<file path="src/hw/rtl/spq_pkg.sv">
// Shared types and constants for the sorted priority queue.
// No dependencies; imported by every module of the block.
`timescale 1ns / 1ps

package spq_pkg;

  // Fixed field widths of the channels
  localparam int PRIO_W      = 32;
  localparam int ELEM_PORT_W = 32;
  localparam int STATUS_W    = 2;

  // Operation codes
  localparam logic OP_ENQ = 1'b0;
  localparam logic OP_DEQ = 1'b1;

  // Status codes
  localparam logic [STATUS_W-1:0] ST_OK        = 2'd0;
  localparam logic [STATUS_W-1:0] ST_DEQ_EMPTY = 2'd1;
  localparam logic [STATUS_W-1:0] ST_ENQ_FULL  = 2'd2;

  // Per-beat command broadcast to every cell
  typedef struct packed {
    logic ins;  // insert the new entry, shift the tail right
    logic rem;  // drop the head, shift everything left
  } spq_ctrl_t;

endpackage

</file>
<file path="src/hw/rtl/sorted_priority_queue.sv">
// Top level of the sorted priority queue: cell chain, entry count, result buffer.
// Depends on spq_pkg, spq_cell and spq_outbuf.
//
//   channel | direction | handshake            | payload
//   --------+-----------+----------------------+------------------------------------------
//   in      | input     | in_valid / in_ready   | op, elem, priority_req
//   out     | output    | out_valid / out_ready | head_elem, head_priority, count,
//           |           |                      | is_empty, status
//
// One beat per cycle while in_ready is high: every cell compares its slot with
// the new priority and shifts in the same cycle. A result is pushed into a
// two-beat result buffer when its input beat is taken; in_ready drops only
// when that buffer is full.
// Reset (rst, synchronous) empties the queue and the buffer; slot contents
// are left as they are and are never read until written.
`timescale 1ns / 1ps

module sorted_priority_queue #(
  parameter int CAPACITY  = 16,
  parameter int ELEM_BITS = 32,
  parameter int CNT_W     = $clog2(CAPACITY + 1)
) (
  input  logic                            clk,
  input  logic                            rst,
  input  logic                            in_valid,
  output logic                            in_ready,
  input  logic                            op,
  input  logic [spq_pkg::ELEM_PORT_W-1:0] elem,
  input  logic [spq_pkg::PRIO_W-1:0]      priority_req,
  output logic                            out_valid,
  input  logic                            out_ready,
  output logic [spq_pkg::ELEM_PORT_W-1:0] head_elem,
  output logic [spq_pkg::PRIO_W-1:0]      head_priority,
  output logic [CNT_W-1:0]                count,
  output logic                            is_empty,
  output logic [spq_pkg::STATUS_W-1:0]    status
);
  import spq_pkg::*;

  // Stored element width: the element port carries at most ELEM_PORT_W bits
  localparam int SW    = (ELEM_BITS < ELEM_PORT_W) ? ELEM_BITS : ELEM_PORT_W;
  localparam int RES_W = ELEM_PORT_W + PRIO_W + CNT_W + 1 + STATUS_W;

  logic [CNT_W-1:0]    entry_count;
  logic [CNT_W-1:0]    entry_count_next;
  logic                accept;
  logic                full;
  logic                empty;
  logic                buf_full;
  spq_ctrl_t           ctrl;
  logic [STATUS_W-1:0] status_now;
  logic [SW-1:0]       new_elem;
  logic [RES_W-1:0]    res_in;
  logic [RES_W-1:0]    res_out;

  logic [SW-1:0]     cell_elem      [CAPACITY];
  logic [PRIO_W-1:0] cell_prio      [CAPACITY];
  logic [SW-1:0]     cell_elem_next [CAPACITY];
  logic [PRIO_W-1:0] cell_prio_next [CAPACITY];
  logic              cell_after     [CAPACITY];

  assign accept   = in_valid && in_ready;
  assign in_ready = !buf_full;
  assign full     = (entry_count == CNT_W'(CAPACITY));
  assign empty    = (entry_count == '0);
  assign new_elem = elem[SW-1:0];

  // Command for the chain and the status of this beat
  always_comb begin
    ctrl.ins   = 1'b0;
    ctrl.rem   = 1'b0;
    status_now = ST_OK;
    if (accept) begin
      if (op == OP_ENQ) begin
        if (full) begin
          status_now = ST_ENQ_FULL;
        end else begin
          ctrl.ins = 1'b1;
        end
      end else begin
        if (empty) begin
          status_now = ST_DEQ_EMPTY;
        end else begin
          ctrl.rem = 1'b1;
        end
      end
    end
  end

  // Entry count
  always_comb begin
    entry_count_next = entry_count;
    if (ctrl.ins) begin
      entry_count_next = entry_count + CNT_W'(1);
    end else if (ctrl.rem) begin
      entry_count_next = entry_count - CNT_W'(1);
    end
  end

  always_ff @(posedge clk) begin
    if (rst) begin
      entry_count <= '0;
    end else begin
      entry_count <= entry_count_next;
    end
  end

  // Cell chain; slot 0 is the head
  for (genvar i = 0; i < CAPACITY; i++) begin : g_cell
    logic              occ;
    logic              left_after;
    logic [SW-1:0]     left_elem;
    logic [PRIO_W-1:0] left_prio;
    logic [SW-1:0]     right_elem;
    logic [PRIO_W-1:0] right_prio;

    assign occ = (CNT_W'(i) < entry_count);

    if (i == 0) begin : g_first
      assign left_after = 1'b1;
      assign left_elem  = new_elem;
      assign left_prio  = priority_req;
    end else begin : g_mid
      assign left_after = cell_after[i-1];
      assign left_elem  = cell_elem[i-1];
      assign left_prio  = cell_prio[i-1];
    end

    if (i == CAPACITY - 1) begin : g_last
      assign right_elem = cell_elem[i];
      assign right_prio = cell_prio[i];
    end else begin : g_inner
      assign right_elem = cell_elem[i+1];
      assign right_prio = cell_prio[i+1];
    end

    spq_cell #(
      .W (SW)
    ) u_cell (
      .clk        (clk),
      .ctrl       (ctrl),
      .occ        (occ),
      .left_after (left_after),
      .new_elem   (new_elem),
      .new_prio   (priority_req),
      .left_elem  (left_elem),
      .left_prio  (left_prio),
      .right_elem (right_elem),
      .right_prio (right_prio),
      .after      (cell_after[i]),
      .elem       (cell_elem[i]),
      .prio       (cell_prio[i]),
      .elem_next  (cell_elem_next[i]),
      .prio_next  (cell_prio_next[i])
    );
  end

  // Result beat: head after this step, zeros when the queue ends up empty
  always_comb begin
    if (entry_count_next == '0) begin
      res_in = {{ELEM_PORT_W{1'b0}}, {PRIO_W{1'b0}}, entry_count_next, 1'b1, status_now};
    end else begin
      res_in = {ELEM_PORT_W'(cell_elem_next[0]), cell_prio_next[0], entry_count_next,
                1'b0, status_now};
    end
  end

  spq_outbuf #(
    .W (RES_W)
  ) u_outbuf (
    .clk       (clk),
    .rst       (rst),
    .push      (accept),
    .push_data (res_in),
    .full      (buf_full),
    .out_valid (out_valid),
    .out_ready (out_ready),
    .out_data  (res_out)
  );

  assign {head_elem, head_priority, count, is_empty, status} = res_out;

endmodule

</file>
<file path="src/hw/rtl/spq_cell.sv">
// One slot of the sorted chain: holds an entry and picks its next value
// from the new entry or a neighbor. Depends on spq_pkg.
`timescale 1ns / 1ps

module spq_cell #(
  parameter int W = 32
) (
  input  logic                       clk,
  input  spq_pkg::spq_ctrl_t         ctrl,
  input  logic                       occ,
  input  logic                       left_after,
  input  logic [W-1:0]               new_elem,
  input  logic [spq_pkg::PRIO_W-1:0] new_prio,
  input  logic [W-1:0]               left_elem,
  input  logic [spq_pkg::PRIO_W-1:0] left_prio,
  input  logic [W-1:0]               right_elem,
  input  logic [spq_pkg::PRIO_W-1:0] right_prio,
  output logic                       after,
  output logic [W-1:0]               elem,
  output logic [spq_pkg::PRIO_W-1:0] prio,
  output logic [W-1:0]               elem_next,
  output logic [spq_pkg::PRIO_W-1:0] prio_next
);
  import spq_pkg::*;

  // New entry belongs behind this slot (ties stay in arrival order)
  assign after = occ && (prio <= new_prio);

  // Next value: keep, take new entry, take left neighbor, or take right
  always_comb begin
    elem_next = elem;
    prio_next = prio;
    if (ctrl.ins && !after) begin
      if (left_after) begin
        elem_next = new_elem;
        prio_next = new_prio;
      end else begin
        elem_next = left_elem;
        prio_next = left_prio;
      end
    end else if (ctrl.rem) begin
      elem_next = right_elem;
      prio_next = right_prio;
    end
  end

  always_ff @(posedge clk) begin
    elem <= elem_next;
    prio <= prio_next;
  end

endmodule

</file>
<file path="src/hw/rtl/spq_outbuf.sv">
// Two-beat result buffer between the cell chain and the output channel.
// Depends on spq_pkg only by convention; payload is a packed vector.
`timescale 1ns / 1ps

module spq_outbuf #(
  parameter int W = 8
) (
  input  logic         clk,
  input  logic         rst,
  input  logic         push,
  input  logic [W-1:0] push_data,
  output logic         full,
  output logic         out_valid,
  input  logic         out_ready,
  output logic [W-1:0] out_data
);
  import spq_pkg::*;

  logic [W-1:0] d0;
  logic [W-1:0] d1;
  logic [1:0]   fill;
  logic         pop;

  assign pop       = out_valid && out_ready;
  assign out_valid = (fill != 2'd0);
  assign full      = (fill == 2'd2);
  assign out_data  = d0;

  // Fill count
  always_ff @(posedge clk) begin
    if (rst) begin
      fill <= 2'd0;
    end else if (push && !pop) begin
      fill <= fill + 2'd1;
    end else if (pop && !push) begin
      fill <= fill - 2'd1;
    end
  end

  // Data slots: d0 is the beat on the port
  always_ff @(posedge clk) begin
    if (push && pop) begin
      if (fill == 2'd2) begin
        d0 <= d1;
        d1 <= push_data;
      end else begin
        d0 <= push_data;
      end
    end else if (pop) begin
      d0 <= d1;
    end else if (push) begin
      if (fill == 2'd0) begin
        d0 <= push_data;
      end else begin
        d1 <= push_data;
      end
    end
  end

endmodule

</file>
<file path="config.mk">
export PLATFORM = sky130hd
export DESIGN_NAME = sorted_priority_queue
export DESIGN_NICKNAME = d
export VERILOG_FILES = /design/src/hw/rtl/spq_pkg.sv /design/src/hw/rtl/sorted_priority_queue.sv /design/src/hw/rtl/spq_cell.sv /design/src/hw/rtl/spq_outbuf.sv
export SDC_FILE = /design/constraint.sdc
export NUM_CORES = 2
export LEC_CHECK = 0
export BUFFER_PORTS_ARGS = -buffer_cell sky130_fd_sc_hd__buf_2
export CAP_MARGIN = 40
export CELL_PAD_IN_SITES_DETAIL_PLACEMENT = 1
export CELL_PAD_IN_SITES_GLOBAL_PLACEMENT = 2
export CORE_MARGIN = 8
export CORE_UTILIZATION = 30
export DETAILED_ROUTE_END_ITERATION = 8
export PLACE_DENSITY_LB_ADDON = 0.1
export RECOVER_POWER = 100
export SLEW_MARGIN = 15
export SYNTH_ARGS = -nofsm -noshare
export SYNTH_HDL_FRONTEND = slang
export SYNTH_SLANG_ARGS = --single-unit
</file>
<file path="constraint.sdc">
create_clock -name clk -period 12.7 [get_ports clk]
set_input_delay 1.905 -clock clk [delete_from_list [all_inputs] [get_ports clk]]
set_output_delay 1.905 -clock clk [all_outputs]
set_load 0.02 [all_outputs]
</file>
; ---- Yosys cells after proc, flatten, opt, wreduce, memory -nomap -nowiden
; Cells that the tools add are included.
[totals]
register_bits = 1175
word_cells = 271
latch_bits = 0
n_memories = 0
rom_bits = 0
ram_bits = 0
in_bits = 69
[classes]
n_addsub = 4
eq_ne = 5
n_div = 0
bitwise = 0
muxes = 114
order_cmp = 32
shifts = 0
n_mul = 0
n_reduce_logical = 80
[op_table]
columns = op, n
row1 = 32-bit 2-to-1 mux, 90
row2 = 72-bit 2-to-1 mux, 11
row3 = 32-bit less-or-equal comparator, 16
row4 = "4-bit by 5-bit less-than comparator with 1-bit output, first input constant", 8
row5 = 1-bit logical AND, 37
row6 = 2-bit nonzero test, 17
row7 = "3-bit by 5-bit less-than comparator with 1-bit output, first input constant", 4
row8 = 1-bit logical NOT, 19
row9 = 2-bit 2-to-1 mux, 6
row10 = 5-bit logical NOT, 2
row11 = "1-bit by 5-bit less-than comparator with 1-bit output, first input constant", 2
row12 = "2-bit by 5-bit less-than comparator with 1-bit output, first input constant", 2
row13 = 5-bit 2-to-1 mux, 2
row14 = 3-bit nonzero test, 2
row15 = "5-bit by 1-bit adder with 5-bit output, second input constant", 1
row16 = "5-bit == test, second input constant", 1
row17 = 1-bit 2-to-1 mux, 5
row18 = "5-bit by 1-bit subtractor with 5-bit output, second input constant", 1
row19 = "2-bit != test, second input constant", 2
row20 = 4-bit AND reduction, 1
row21 = "2-bit by 1-bit adder with 2-bit output, second input constant", 1
row22 = "2-bit == test, second input constant", 1
row23 = 2-bit logical NOT, 1
row24 = "2-bit by 1-bit != test with 1-bit output, second input constant", 1
row25 = other kinds (2), 2

; ---- Longest topological paths before layout
[depth]
ltp_word = 12
mapped_depth = 14
depth_no_buf = 9

; ---- Hierarchy
; From an unflattened synthesis, not the netlist that was laid out.
[unflattened]
cells_unflattened = 6677
hier_area_um2 = 75244.7
[by_module_without_submodules]
columns = module, cells_each, area_each_um2, instances, seq_area_each_um2
row1 = spq_cell at g_cell[0].u_cell ..., 391, 4264.1, 12, 1281.2
row2 = spq_cell at g_cell[7].u_cell ..., 392, 4241.6, 3, 1281.2
row3 = spq_outbuf, 242, 5659.2, 1, 4364.2
row4 = spq_cell at g_cell[6].u_cell, 393, 4217.8, 1, 1281.2
row5 = sorted_priority_queue, 174, 1473.9, 1, 100.1

; ---- Worst setup path before layout
; Ideal clock, no wire load.
[synth_timing]
path_kind = input -> register
start = input priority_req[15] in the netlist's numbering
end = register g_cell[11].u_cell.elem[0], enable pin
cell_stages = 12
required_time_ns = 12.125
path_slack_ns = 3.252
setup_ns = 0.575
path_buffers = 4
arrival_ns = 8.873
cell_sequence = clkbuf_1 clkbuf_1 inv_1 ha_1 nand3_1 nor4_1 o21ai_0 a41oi_1 o21ai_0 clkbuf_1 clkbuf_1 o21ai_0
[synth_via]
elab_chain_len = 5
[synth_lines]
columns = item, line_no
row1 = start: declaration, sorted_priority_queue.sv:29  ; input logic [spq_pkg::PRIO_W-1:0] priority_req,
row2 = 32-bit less-or-equal comparator, spq_cell.sv:27  ; assign after = occ && (prio <= new_prio);
row3 = 1-bit logical AND, spq_cell.sv:27
row4 = 1-bit logical NOT, spq_cell.sv:33  ; if (ctrl.ins && !after) begin
row5 = 1-bit logical AND, spq_cell.sv:33
row6 = 2-bit nonzero test (no line), n/a
row7 = end signal: assignment, spq_cell.sv:48  ; elem <= elem_next;
row8 = end: declaration, spq_cell.sv:19  ; output logic [W-1:0] elem,
; Every way passes these cells.
; A chain may end at the register's enable or synchronous reset.

==> summary.md <==
| Metric | Value |
|---|---|
| Status | finished, violations left |
| Failing checks | capacitance limit, slew limit |
| Initial Utilization | between 30% and 40% |
| Critical path class | in2reg |
| Final Hold Vio Count | 0 |
| Die width | 505 µm |
| Drt drc | 0 |
| Syn Area/Cell | about 11 µm² |
| Pwr Density | ~220 nW/µm² |
| Vias in the first global route | approximately 60000 |
| CP max FO | 36 |
| Syn Nets | approximately 7300 |
| Cells after Synth | 6677 |
| Mux contribution to synthesized area | about 12% |
| Fill cell count | between 20000 and 30000 |
| RSZ-0062 raised after global routing | false |
| Max-slew violations | between 1500 and 2000 |
| Final period util | approximately four fifths |
| GRT Total Usage | about a quarter |
| Asr flop ratio synth | 0% |
| Chip Height | between 500 and 600 µm |
| Num CTS Buffers | roughly 160 |
| Die area | ~260000 µm² |
| Clock sink count | about 1200 |
| CTS max path bufs | 3 |
| Maximum VDD drop | between 0.00015 and 0.0002 V |
| Setup tns final | 0 ns |
| P_leak | around 0.028 µW |
| H-Tree Depth | 4 |
| Clock slew at reported path FFs | ~0.06 ns |
| Top Ports | 143 |
| Hold crit path type | reg2reg |
| Post-synthesis cell type count | 76 |
| Sequential cell area fraction in the yosys report | 48.1% |
| Area contributors post-synth | edfxtp_1, ha_1, mux2_2, mux2i_1, a21oi_1 |
| # placed instances | ~9600 |
| Routed via count | ~58000 |
| MaxCap Viol Count | 56 |
| DPL Wire Length | roughly 230000 µm |
| Worst slew pin tran | 4.28 ns |
| Initial drt markers | roughly 5200 |
| Core ar. | between 200000 and 250000 µm² |
| Number of vias per cell | a little under 6 |
| Worst path max stage delay | 2.44 ns |
| Adder-Cell Fraction of Synth Area | about 9% |
| Initial antenna violation count | 25 |
| CTS tree | built |
| Fin crit period | slightly below 10 ns |
| Layout cells sized above 1 | a little over an eighth |
| First-pass GRT wire length | between 400000 and 500000 µm |
| Root Buffer | clkbuf_16 |
| Non-filler instance count after layout | a little under 10000 |
| Worst Skew | 0.0299 ns |
| Commonest non-fill, non-tap cell in the layout | edfxtp_1 |
| Routed Antenna Nets | 0 |
| Synth Area in Compound Gates | between 15 and 20% |
| XOR/XNOR share of the synthesized area | less than 1% |
| Avg WL per Cell | roughly 34 µm |
| Placer congestion estimate | 0.907 |
| Largest family of logic cells by synthesized area | compound AO/OA/AOI/OAI gates |
| Nets | between 7000 and 8000 |
| TritonRoute pass-1 iters | 5 |
| Worst EP arrival | around 10 ns |
| Cell area after synthesis | slightly above 70000 µm² |
| Postcts setup bufs | 0 |
| Total gr overflow | 0 |
| Hold-fix buffers, CTS | 0 |
| Number of buffers added on ports | roughly 140 |
| Largest net degree at the start of global routing | 129 |
| Setup violations, final | 0 |
| Commonest register cell after synthesis | edfxtp_1 |
| Share of the synthesized area in the top cell type | between 40% and 50% |
| Dpl cell area | around 77000 µm² |
| Area grow syn2layout | 12.4% |
| Total chip power | roughly 18000 µW |
| Std-Cell Rows | 179 |
| Fmax achieved | about 100 MHz |
| #FFs+latches synth | between 1000 and 1500 |
| EDFF count, synth | 1104 |
| Cell mode on critical path | clkbuf_1 |
| Post_cts resized | 0 |
| Critical Path RT | 13.26 ns |
| Synth Area in Simple Gates | between 10% and 20% |
| Commonest non-fill, non-tap cells in the layout | edfxtp_1, nor2_1, nand2_1 |
| CP Capture Type | flip-flop |
| Slowest cell on crit path | clkbuf_1 |
| Clock Latency Late Sink | 0.83 ns |
| Wirelength, routed | 337000 µm |
| Final instance area | 80700 µm² |
| Slew headroom | -185% |
| Critical-path cell list | clkbuf_1 -> inv_1 -> ha_1 -> nand4_1 -> nor3_1 -> nand2_1 -> nor2_4 -> clkbuf_1 -> nor3_4 -> clkbuf_1 -> buf_16 -> clkbuf_1 -> mux2_2 |
| CP Launch Type | primary input |
| Ys Warns | 0 |
| Post-synth top area cell | edfxtp_1 |
-- cells by family (layout without fill, tap and decap cells) --
family | after synthesis | after routing
adder cells (fa/ha/maj) | 517 | 517
other | 0 | 7
multiplexers | 832 | 832
AO/OA/AOI/OAI | 1760 | 1760
AND/OR/NAND/NOR | 1750 | 1750
flip-flops | 1175 | 1175
buffers and inverters | 639 | 708
XOR/XNOR | 4 | 4
-- layout make-up --
class	instances	area (µm²)	area share, %
diodes	7	17.5	0.0217
clock buffers	223	4280	5.30
clock inverters	68	598	0.741
inverters	75	283	0.350
multi-input cells	4863	34600	42.9
flip-flops and latches	1175	34600	42.8
well taps	3167	3960	4.91
repair buffers	342	2390	2.96
-- report_power, final --
part           total [µW]  switching (µW)  internal [µW]
clock network        4390            1910           2480
logic                6830            4670           2160
registers            6790             839           5950
-- cells in the mapped netlist, drive strengths merged, types with 23 or more instances --
library cell,count
nor2,574
edfxtp,1104
a311oi,67
a2bb2oi,68
mux2,439
nor3,156
clkbuf,412
o211ai,95
nand3,170
nand2,549
buf,152
and3,23
inv,75
a211oi,35
dfxtp,71
o31ai,69
a21o,46
a31oi,202
ha,517
a21oi,545
mux2i,393
o21ai,541
nand4,165
-- critical path, delay by kind of cell --
family	cells	cell delay, ns
AND/OR/NAND/NOR	5	1.13
adder cells (fa/ha/maj)	1	0.65
buffers and inverters	6	5.90
multiplexers	1	0.68
-- registers in the layout (all words and copies together) (netlist names) --
name and flops:
u_outbuf.d1 72, g_cell.u_cell.prio 512, entry_count 5, g_cell.u_cell.elem 512, u_outbuf.fill 2, u_outbuf.out_data 72
-- per-stage QoR --
stage / setup slack, ns / utilization [%] / hold slack, ns
after floorplan: 3.25 / - / 0.456
after global placement: 3.89 / 31.8 / 0.481
after global routing: 2.84 / 33.9 / 0.551
after CTS: 5.77 / 34.3 / 0.515
after detailed placement: 4.89 / 32.2 / 0.508
final: 2.77 / 33.9 / 0.515
-- metal layers --
layer | routed length, µm | GRT usage [%] | share of wire [%]
met1 | 156000 | 35.8 | 46
met2 | 152000 | 40.8 | 45
met3 | 18700 | 3.81 | 5.5
met4 | 10300 | 7.46 | 3.0
met5 | 56 | 0 | 0.017
-- worst paths after layout --
path / startpoint / end / slack, ns / cells past startpoint
max: priority_req[15] / g_cell[4].u_cell.elem[1]$_DFFE_PP_ / 2.77 / 13
min: u_outbuf.fill[1]$_SDFFE_PP0P_ / u_outbuf.fill[1]$_SDFFE_PP0P_ / 0.52 / 2
max reg2reg: entry_count[1]$_SDFF_PP0_ / g_cell[15].u_cell.prio[21]$_DFFE_PP_ / 4.44 / 11
min reg2reg: u_outbuf.fill[1]$_SDFFE_PP0P_ / u_outbuf.fill[1]$_SDFFE_PP0P_ / 0.52 / 2
(Power assumes the default switching activity.)
